[src/sv/ipd_pkg.sv]
package ipd_pkg;

    // Field and register widths.
    localparam int ELEM_W      = 16;
    localparam int SUM_W       = 32;
    localparam int BYTES_W     = 2;
    localparam int CFG_INDEX_W = 2;
    localparam int CFG_DATA_W  = 2;

    // Configuration register indexes.
    typedef enum logic [CFG_INDEX_W-1:0] {
        CFG_ELEMENT_BYTES = 2'd0,
        CFG_UNSIGNED_MODE = 2'd1
    } t_cfg_index;

    // Element width code that selects 16-bit elements; every other code selects 8 bits.
    localparam logic [BYTES_W-1:0] BYTES_WIDE        = 2'd2;
    localparam logic [BYTES_W-1:0] BYTES_RESET_VALUE = 2'd1;

    // Limit values of the element widths.
    localparam logic [7:0]  BYTE_UMAX = 8'hFF;
    localparam logic [7:0]  BYTE_SMAX = 8'h7F;
    localparam logic [7:0]  BYTE_SMIN = 8'h80;
    localparam logic [15:0] HALF_UMAX = 16'hFFFF;
    localparam logic [15:0] HALF_SMAX = 16'h7FFF;
    localparam logic [15:0] HALF_SMIN = 16'h8000;

    // Bounds of the running sum.
    localparam logic [SUM_W-1:0] SUM_MAX = 32'h7FFF_FFFF;
    localparam logic [SUM_W-1:0] SUM_MIN = 32'h8000_0000;

    // Current configuration.
    typedef struct packed {
        logic [BYTES_W-1:0] element_bytes;
        logic               unsigned_mode;
    } t_cfg;

    // One input beat as held in the input register.
    typedef struct packed {
        logic [ELEM_W-1:0] elem;
        logic              last;
    } t_elem_beat;

endpackage

[src/sv/integer_packing_decoder.sv]
// A beat that closes a run goes from the input register into the result register.
// Throughput: one input beat per cycle; the combinational add and clamp on the running
// sum allow that rate. Input stalls only while a result waits in the output register.
// Reset (synchronous, active low) empties both registers, clears the running sum and
// its saturation flag, and sets element_bytes to 1 and unsigned_mode to 0.
module integer_packing_decoder (
    input  logic                             i_clk,
    input  logic                             i_rst_n,
    // Configuration write channel.
    input  logic                             i_cfg_valid,
    output logic                             o_cfg_ready,
    input  logic [ipd_pkg::CFG_INDEX_W-1:0]  i_cfg_index,
    input  logic [ipd_pkg::CFG_DATA_W-1:0]   i_cfg_data,
    // Element stream in.
    input  logic                             s_axis_tvalid,
    output logic                             s_axis_tready,
    input  logic [15:0]                      s_axis_tdata,  // [15:0] packed_element
    input  logic                             s_axis_tlast,  // last_element
    // Decoded value stream out.
    output logic                             m_axis_tvalid,
    input  logic                             m_axis_tready,
    output logic [31:0]                      m_axis_tdata,  // [31:0] decoded_value
    output logic [0:0]                       m_axis_tuser   // [0] saturated
);
    import ipd_pkg::*;

    t_cfg       cfg;
    t_elem_beat in_beat;
    t_elem_beat held_beat;
    logic       held_valid;
    logic       take;

    assign o_cfg_ready = 1'b1;

    ipd_cfg_regs u_cfg (
        .i_clk       (i_clk),
        .i_rst_n     (i_rst_n),
        .i_cfg_valid (i_cfg_valid),
        .i_cfg_index (i_cfg_index),
        .i_cfg_data  (i_cfg_data),
        .o_cfg       (cfg)
    );

    assign in_beat.elem = s_axis_tdata;
    assign in_beat.last = s_axis_tlast;

    ipd_in_stage u_in (
        .i_clk   (i_clk),
        .i_rst_n (i_rst_n),
        .i_valid (s_axis_tvalid),
        .i_beat  (in_beat),
        .o_ready (s_axis_tready),
        .i_take  (take),
        .o_valid (held_valid),
        .o_beat  (held_beat)
    );

    ipd_accum u_acc (
        .i_clk       (i_clk),
        .i_rst_n     (i_rst_n),
        .i_cfg       (cfg),
        .i_valid     (held_valid),
        .i_beat      (held_beat),
        .o_take      (take),
        .o_out_valid (m_axis_tvalid),
        .i_out_ready (m_axis_tready),
        .o_value     (m_axis_tdata),
        .o_sat       (m_axis_tuser[0])
    );

endmodule

[src/sv/ipd_cfg_regs.sv]
module ipd_cfg_regs (
    input  logic                             i_clk,
    input  logic                             i_rst_n,
    input  logic                             i_cfg_valid,
    input  logic [ipd_pkg::CFG_INDEX_W-1:0]  i_cfg_index,
    input  logic [ipd_pkg::CFG_DATA_W-1:0]   i_cfg_data,
    output ipd_pkg::t_cfg                    o_cfg
);
    import ipd_pkg::*;

    t_cfg r_cfg;

    // Register writes; an index beyond the list is dropped.
    always_ff @(posedge i_clk) begin
        if (!i_rst_n) begin
            r_cfg.element_bytes <= BYTES_RESET_VALUE;
            r_cfg.unsigned_mode <= 1'b0;
        end else if (i_cfg_valid) begin
            case (i_cfg_index)
                CFG_ELEMENT_BYTES: r_cfg.element_bytes <= i_cfg_data[BYTES_W-1:0];
                CFG_UNSIGNED_MODE: r_cfg.unsigned_mode <= i_cfg_data[0];
                default: ;
            endcase
        end
    end

    assign o_cfg = r_cfg;

endmodule

[src/sv/ipd_in_stage.sv]
module ipd_in_stage (
    input  logic                i_clk,
    input  logic                i_rst_n,
    input  logic                i_valid,
    input  ipd_pkg::t_elem_beat i_beat,
    output logic                o_ready,
    input  logic                i_take,
    output logic                o_valid,
    output ipd_pkg::t_elem_beat o_beat
);
    import ipd_pkg::*;

    logic       r_valid;
    t_elem_beat r_beat;
    logic       load;

    // The register takes a new beat when empty or when its beat moves on.
    assign o_ready = !r_valid || i_take;
    assign load    = i_valid && o_ready;

    always_ff @(posedge i_clk) begin
        if (!i_rst_n) begin
            r_valid <= 1'b0;
        end else if (load) begin
            r_valid <= 1'b1;
        end else if (i_take) begin
            r_valid <= 1'b0;
        end
    end

    // Payload needs no reset.
    always_ff @(posedge i_clk) begin
        if (load) begin
            r_beat <= i_beat;
        end
    end

    assign o_valid = r_valid;
    assign o_beat  = r_beat;

endmodule

[src/sv/ipd_accum.sv]
module ipd_accum (
    input  logic                        i_clk,
    input  logic                        i_rst_n,
    input  ipd_pkg::t_cfg               i_cfg,
    input  logic                        i_valid,
    input  ipd_pkg::t_elem_beat         i_beat,
    output logic                        o_take,
    output logic                        o_out_valid,
    input  logic                        i_out_ready,
    output logic [ipd_pkg::SUM_W-1:0]   o_value,
    output logic                        o_sat
);
    import ipd_pkg::*;

    logic                  wide;
    logic                  uns;
    logic [7:0]            elem_lo;
    logic signed [ELEM_W:0] elem_val;
    logic                  is_limit;
    logic [SUM_W:0]        sum_ext;
    logic                  overflow;
    logic [SUM_W-1:0]      n_sum;
    logic                  n_sat;
    logic                  emit;
    logic                  out_free;

    logic [SUM_W-1:0]      r_sum;
    logic                  r_sat;
    logic                  r_out_valid;
    logic [SUM_W-1:0]      r_out_value;
    logic                  r_out_sat;

    assign wide    = (i_cfg.element_bytes == BYTES_WIDE);
    assign uns     = i_cfg.unsigned_mode;
    assign elem_lo = i_beat.elem[7:0];

    // Element value and limit detection for the selected width and signedness.
    always_comb begin
        if (wide) begin
            elem_val = uns ? {1'b0, i_beat.elem} : {i_beat.elem[ELEM_W-1], i_beat.elem};
            is_limit = uns ? (i_beat.elem == HALF_UMAX)
                           : (i_beat.elem == HALF_SMAX || i_beat.elem == HALF_SMIN);
        end else begin
            elem_val = uns ? {9'd0, elem_lo} : {{9{elem_lo[7]}}, elem_lo};
            is_limit = uns ? (elem_lo == BYTE_UMAX)
                           : (elem_lo == BYTE_SMAX || elem_lo == BYTE_SMIN);
        end
    end

    // One-bit-wider add, then clamp to the signed 32-bit bounds.
    assign sum_ext  = {r_sum[SUM_W-1], r_sum}
                    + {{(SUM_W-ELEM_W){elem_val[ELEM_W]}}, elem_val};
    assign overflow = sum_ext[SUM_W] ^ sum_ext[SUM_W-1];
    assign n_sum    = overflow ? (sum_ext[SUM_W] ? SUM_MIN : SUM_MAX) : sum_ext[SUM_W-1:0];
    assign n_sat    = r_sat || overflow;

    // A limit element not marked last keeps the run open and needs no output slot.
    assign emit     = !is_limit || i_beat.last;
    assign out_free = !r_out_valid || i_out_ready;
    assign o_take   = i_valid && (out_free || !emit);

    // Running sum and its saturation flag.
    always_ff @(posedge i_clk) begin
        if (!i_rst_n) begin
            r_sum <= '0;
            r_sat <= 1'b0;
        end else if (o_take) begin
            if (emit) begin
                r_sum <= '0;
                r_sat <= 1'b0;
            end else begin
                r_sum <= n_sum;
                r_sat <= n_sat;
            end
        end
    end

    // Result register valid flag.
    always_ff @(posedge i_clk) begin
        if (!i_rst_n) begin
            r_out_valid <= 1'b0;
        end else if (o_take && emit) begin
            r_out_valid <= 1'b1;
        end else if (i_out_ready) begin
            r_out_valid <= 1'b0;
        end
    end

    // Result payload.
    always_ff @(posedge i_clk) begin
        if (o_take && emit) begin
            r_out_value <= n_sum;
            r_out_sat   <= n_sat;
        end
    end

    assign o_out_valid = r_out_valid;
    assign o_value     = r_out_value;
    assign o_sat       = r_out_sat;

endmodule

[config.mk]
export PLATFORM = sky130hd
export DESIGN_NAME = integer_packing_decoder
export DESIGN_NICKNAME = d
export VERILOG_FILES = /design/src/sv/ipd_pkg.sv /design/src/sv/integer_packing_decoder.sv /design/src/sv/ipd_cfg_regs.sv /design/src/sv/ipd_in_stage.sv /design/src/sv/ipd_accum.sv
export SDC_FILE = /design/constraint.sdc
export NUM_CORES = 1
export LEC_CHECK = 0
export ABC_AREA = 1
export BUFFER_PORTS_ARGS = -buffer_cell sky130_fd_sc_hd__buf_2
export CAP_MARGIN = 10
export CORE_MARGIN = 2
export CORE_UTILIZATION = 65
export CTS_CLUSTER_SIZE = 14
export DETAILED_ROUTE_END_ITERATION = 10
export HOLD_SLACK_MARGIN = 0.1
export PLACE_DENSITY = 0.87
export SLEW_MARGIN = 15
export SYNTH_ARGS = -nofsm -noshare
export SYNTH_HDL_FRONTEND = slang
export SYNTH_HIERARCHICAL = 1
export SYNTH_SLANG_ARGS = --single-unit
[constraint.sdc]
create_clock -name i_clk -period 5.99 [get_ports i_clk]
set_clock_uncertainty 0.1 [all_clocks]
set_input_delay 1.198 -clock i_clk [delete_from_list [all_inputs] [get_ports i_clk]]
set_output_delay 1.198 -clock i_clk [all_outputs]
set_load 0.02 [all_outputs]
==> impl_metrics.yaml, run 1 <==
run_status:
  status: "completed"
route:
  viasPerCell: 5.63
  drcViolationCount: 0
  dr.pass1.iters: 5
  final_antenna_net_count: 0
  totalWireLength_um: 15600
  drt_iter0_drc: 479
  wire_per_inst_um: 16.3
  vias: 5399
setup_path:
  slowest_delay_ns: 0.46
  path_class: "reg2reg"
  cp_common_cell: "nand2_1"
  crit_buf_inv: 4
  crit_chain: "inv_1, nor2_1, inv_1, o21ai_0, o21ai_0, inv_1, o21ai_0, inv_1, ha_1, a21oi_1, nand2_1, nand2_1, nand2_1, a21oi_2, nand3_1, nand2_2, nand3_4, nand2_1, nand2_2, nand2_1, a21oi_1"
  rr_worst_depth: 21
  critical_path_cell_count: 21
  worst_ep_required_time_ns: 6.12
  cp-start-kind: "register"
  endpoint_kind: "register"
  arrival_ns: 4.52
  path_delay_family: "simple AND/OR/NAND/NOR gates"
  crit_path_max_fanout: 22
  slowest_stage: "inv_1"
place:
  place_area_um2: 6330
  port_buffers: 60
  dp.cells: 943
  place_hpwl_um: 11500
  place.gp.congestion: 1.02
cells_and_area:
  area_growth_pct: 8.66
  finalInstanceArea_um2: 6520
  drive_gt1_frac: 0.231
  seq_area_um2: 2260
  final_cell_mix: "219 x nand2_1, 89 x inv_1, 62 x nand2_2"
  multiInputGateArea_um2: 3240
  post-route-util: 0.715
  n_antenna_cell: 0
  nFillCells: 752
  fin_cells: 959
  final_common_cell: "nand2_1"
  fin_nets: 902
floorplan:
  ios: 62
  fp-row-count: 35
  die_area_um2: 10000
  core_area_um2: 9110
  initial_utilization: 0.658
  die_x_um: 100
  die_h_um: 100
clocking:
  cts_tree: "yes"
  cts_buffer_depth: 2
  cts_buffers: 9
  hold_buffers: 0
  post_cts_resized: 0
  clk_pin_slew_ns: 0.11
  worstSkewPairLatency_ns: 0.38
  cts_root_buffer: "clkbuf_8"
  htreeDepth: 3
  numClockSinks: 88
  cts_setup_buffers: 0
synth:
  synthesis.nets: 845
  yosysWarnings: 6
  synth.avg_cell_area_um2: 7.63
  synth_area_leaders: "edfxtp_1 25%, nand2_1 14%, dfxtp_1 13%, ha_1 6.7%, nand2_2 6.5%"
  synthCells: 786
  synth_top_area_frac: 0.250
  yosysUniqueCellTypes: 37
  ys.flop_type: "edfxtp_1"
  synth-seq-area-share: 0.377
  async_flop_share: 0
  syn_area_um2: 6000
  synth_seq_cells: 88
  synth_top_area_cell: "edfxtp_1"
  synth_edf_count: 50
pwr:
  peakVddDrop_mv: 0.170
  powerDensity_nw_per_um2: 209
  leakagePower_uw: 0.00316
grt:
  grt_max_degree: 36
  overflow: 0
  grt_pass1_vias: 5225
  antenna_found_initial: 0
  grt.total_usage: 0.326
  grt_pass1_wl_um: 25200
timing:
  max_freq_ghz: 0.228
  max_slew_margin: 0.406
  period_share: 0.733
  setup_viol: 0
  post-route-min-period_ns: 4.39
  final_max_slew_viol_count: 0
  grt_setup_unrepaired: "false"
  hold_viol_final: 0
  fin_tns_setup_ns: 0
  tightest_slew_ns: 0.890
  holdWs_ns: 0.389
flow_run:
  cap_violations: 0
worst_hold_path:
  hold_path_depth: 2
  hold_path_class: "reg2reg"
[layout make-up]
cell class | count | share of cell area
Tap cell | 111 | 0.0213
Timing Repair Buffer | 64 | 0.0507
Sequential cell | 88 | 0.347
Multi-Input combinational cell | 584 | 0.497
Inverter | 96 | 0.0553
Clock buffer | 10 | 0.0196
Clock inverter | 6 | 0.00883
[worst min-delay path, stage by stage, from the launching register on]
cell	delay (ns)
dfxtp_1	0.34
nand2_1	0.06
nand3_1	0.05
[stage by stage]
stage	power (µW)	setup WS (ns)
3_5_place_dp	958	1.77
2_1_floorplan	894	2.72
4_1_cts	1370	1.65
5_1_grt	1410	1.18
3_3_place_gp	951	1.96
6_report	1360	1.60
[state kept, by name, summed over array words and instances (netlist names)]
name	count
u_acc/o_value	32
u_acc/r_sum	32
u_in/o_beat	17
u_cfg/o_cfg	3
u_acc/o_out_valid	1
u_acc/o_sat	1
u_acc/r_sat	1
u_in/o_valid	1
[cells in the mapped netlist (4+ instances only)]
| library cell | number |
|---|---|
| a21oi_1 | 46 |
| nor2_1 | 55 |
| o21bai_1 | 7 |
| a21oi_2 | 25 |
| edfxtp_1 | 50 |
| ha_1 | 32 |
| nand2_4 | 4 |
| clkbuf_1 | 9 |
| nand3_1 | 55 |
| dfxtp_1 | 38 |
| inv_1 | 89 |
| nand3b_1 | 8 |
| o21ai_2 | 10 |
| xor2_1 | 16 |
| nand2_2 | 62 |
| nor3_1 | 4 |
| inv_2 | 7 |
| o21ai_0 | 16 |
| xnor2_1 | 4 |
| nand2_1 | 219 |
[metal layers]
layer  GRT usage  share of wire
met1       0.451           0.45
met4       0.112          0.020
met5           0              0
met3      0.0571          0.081
met2       0.519           0.45
[cell families (layout without fill, tap and decap cells)]
group,Yosys count,in the layout,share of synthesized area
AO/OA/AOI/OAI,105,105,0.112
XOR/XNOR,20,20,0.0292
adder cells (fa/ha/maj),33,33,0.0701
buffers and inverters,114,176,0.0826
flip-flops,88,88,0.377
other,1,1,0.000625
AND/OR/NAND/NOR,425,425,0.328
[path summary, 6_finish.rpt]
check / to / slack (ns) / start
setup / recovery: u_acc/r_sum[18] / 1.60 / u_cfg/o_cfg[2]
hold reg to reg: u_cfg/o_cfg[1] / 0.39 / u_cfg/o_cfg[1]
setup reg to reg: u_acc/r_sum[18] / 1.60 / u_cfg/o_cfg[2]
hold / removal: u_cfg/o_cfg[1] / 0.39 / u_cfg/o_cfg[1]
[where the power goes]
| part | internal (µW) | switching, µW |
|---|---|---|
| registers | 678 | 13.9 |
| clock network | 163 | 248 |
| logic | 77.4 | 180 |
| total | 918 | 442 |
No activity file was read; power rests on OpenSTA's default activity.
==> inputs of run 2 (changes only) <==
CORE_UTILIZATION = 60   (was 65)
PLACE_DENSITY = 0.81   (was 0.87)
clock period = 4.4 ns   (was 5.99 ns; I/O delays follow)
==> impl_metrics.yaml, run 2 (synthesis results as in run 1) <==
cells_and_area:
  drive_gt1_frac: 0.237
  final_cell_mix: "219 x nand2_1, 88 x inv_1, 62 x nand2_2"
  area_growth_pct: 9.93
  fin_cells: 987
  fin_nets: 908
  post-route-util: 0.678
  n_antenna_cell: 0
  final_common_cell: "nand2_1"
  nFillCells: 877
timing:
  grt_setup_unrepaired: "false"
  fin_tns_setup_ns: 0
  tightest_slew_ns: 0.744
  post-route-min-period_ns: 3.96
  layout_setup_ws_ns: 0.439
  period_share: 0.900
  final_max_slew_viol_count: 0
  setup_viol: 0
  max_slew_margin: 0.504
  hold_viol_final: 0
  max_freq_ghz: 0.252
setup_path:
  crit_start: "u_cfg/o_cfg[2]"
  cp-start-kind: "register"
  crit_path_max_fanout: 22
  endpoint_kind: "register"
  rr_endpoint: "u_acc/r_sum[17]"
  rr_worst_depth: 21
  path_class: "reg2reg"
  worst_ep_required_time_ns: 4.53
  rrSetupSlack_ns: 0.44
  arrival_ns: 4.10
  timing.rr.start: "u_cfg/o_cfg[2]"
  cp-endpoint: "u_acc/r_sum[17]"
worst_hold_path:
  hold_path_class: "reg2reg"
  hold_path_depth: 2
clocking:
  cts_buffer_depth: 2
  post_cts_resized: 0
  cts_setup_buffers: 0
  cts_root_buffer: "clkbuf_8"
  clk_pin_slew_ns: 0.09
  numClockSinks: 88
  cts_tree: "yes"
  htreeDepth: 3
  cts_buffers: 9
  hold_buffers: 0
  worstSkewPairLatency_ns: 0.37
pwr:
  leakagePower_uw: 0.00318
  peakVddDrop_mv: 0.196
  powerDensity_nw_per_um2: 276
route:
  vias: 5316
  viasPerCell: 5.39
  wire_per_inst_um: 15.1
  drcViolationCount: 0
  dr.pass1.iters: 5
  totalWireLength_um: 14900
  drt_iter0_drc: 316
  final_antenna_net_count: 0
place:
  place.gp.congestion: 0.947
  port_buffers: 60
  dp.cells: 971
  detailedPlace.worstSlack_ns: 0.468
  place_hpwl_um: 11300
floorplan:
  die_area_um2: 10800
  ios: 62
  die_x_um: 104
  die_h_um: 104
  fp-row-count: 36
  initial_utilization: 0.616
  core_area_um2: 9730
grt:
  antenna_found_initial: 0
  overflow: 0
  grt_pass1_vias: 5156
  grt.total_usage: 0.286
  grt_max_degree: 36
  grt_pass1_wl_um: 24700
flow_run:
  cap_violations: 0
run_status:
  status: "completed"
run 2: cell types whose count changed in the layout (fill, tap and decap cells not counted), sizes merged:
cell | before | now
buf | 64 | 70
clkinv | 0 | 4
inv | 102 | 99
clkbuf | 10 | 9
run 2: critical path, cell delays in order (launching register included):
cell,delay (ns)
dfxtp_1,0.34
inv_1,0.04
nor2_1,0.20
inv_1,0.17
o21ai_0,0.13
o21ai_0,0.12
inv_1,0.09
o21ai_0,0.08
inv_1,0.47
ha_1,0.40
nand2_1,0.13
inv_1,0.05
a21oi_1,0.19
nand2_1,0.11
a21oi_2,0.19
nand3_1,0.11
nand2_2,0.12
nand3_4,0.37
nand2_1,0.21
nand2_2,0.07
nand2_1,0.07
a21oi_1,0.07
run 2: power by group:
group / switching [µW] / internal, µW / leakage, µW
logic: 243 / 112 / 0.00231
clock network: 313 / 211 / 0.0000924
registers: 19.0 / 923 / 0.000781
run 2: how the worst min path moves through the flow:
| stage | to | start | slack, ns |
|---|---|---|---|
| floorplan | u_cfg/o_cfg[1] | u_cfg/o_cfg[1] | 0.33 |
| global placement | u_cfg/o_cfg[1] | u_cfg/o_cfg[1] | 0.36 |
| detailed placement | u_cfg/o_cfg[1] | u_cfg/o_cfg[1] | 0.36 |
| CTS | u_cfg/o_cfg[1] | u_cfg/o_cfg[1] | 0.39 |
| global route | u_cfg/o_cfg[1] | u_cfg/o_cfg[1] | 0.42 |
| finish | u_cfg/o_cfg[1] | u_cfg/o_cfg[1] | 0.38 |
run 2: area by class of cell:
cell class                      count  area, µm²  area share
Clock inverter                      7       52.6     0.00797
Timing Repair Buffer               70        388      0.0588
Inverter                           96        360      0.0547
Tap cell                          133        166      0.0252
Sequential cell                    88       2260       0.343
Multi-Input combinational cell    584       3240       0.491
Clock buffer                        9        124      0.0188
run 2: per-layer routing:
layer / vias up / wire length [µm] / track usage
met5: - / 0 / 0
met4: 0 / 414 / 0.114
met3: 29 / 1000 / 0.0407
met2: 183 / 6480 / 0.442
met1: 2434 / 6990 / 0.406
li1: 2670 / - / -
run 2: stage by stage:
stage                     cell area (µm²)  hold slack [ns]  total power, µW
after floorplan                      6000            0.329             1220
after CTS                            6590            0.385             1830
after global placement               6420            0.361             1300
after global routing                 6590            0.421             1900
final                                6590            0.381             1820
after detailed placement             6420            0.361             1310
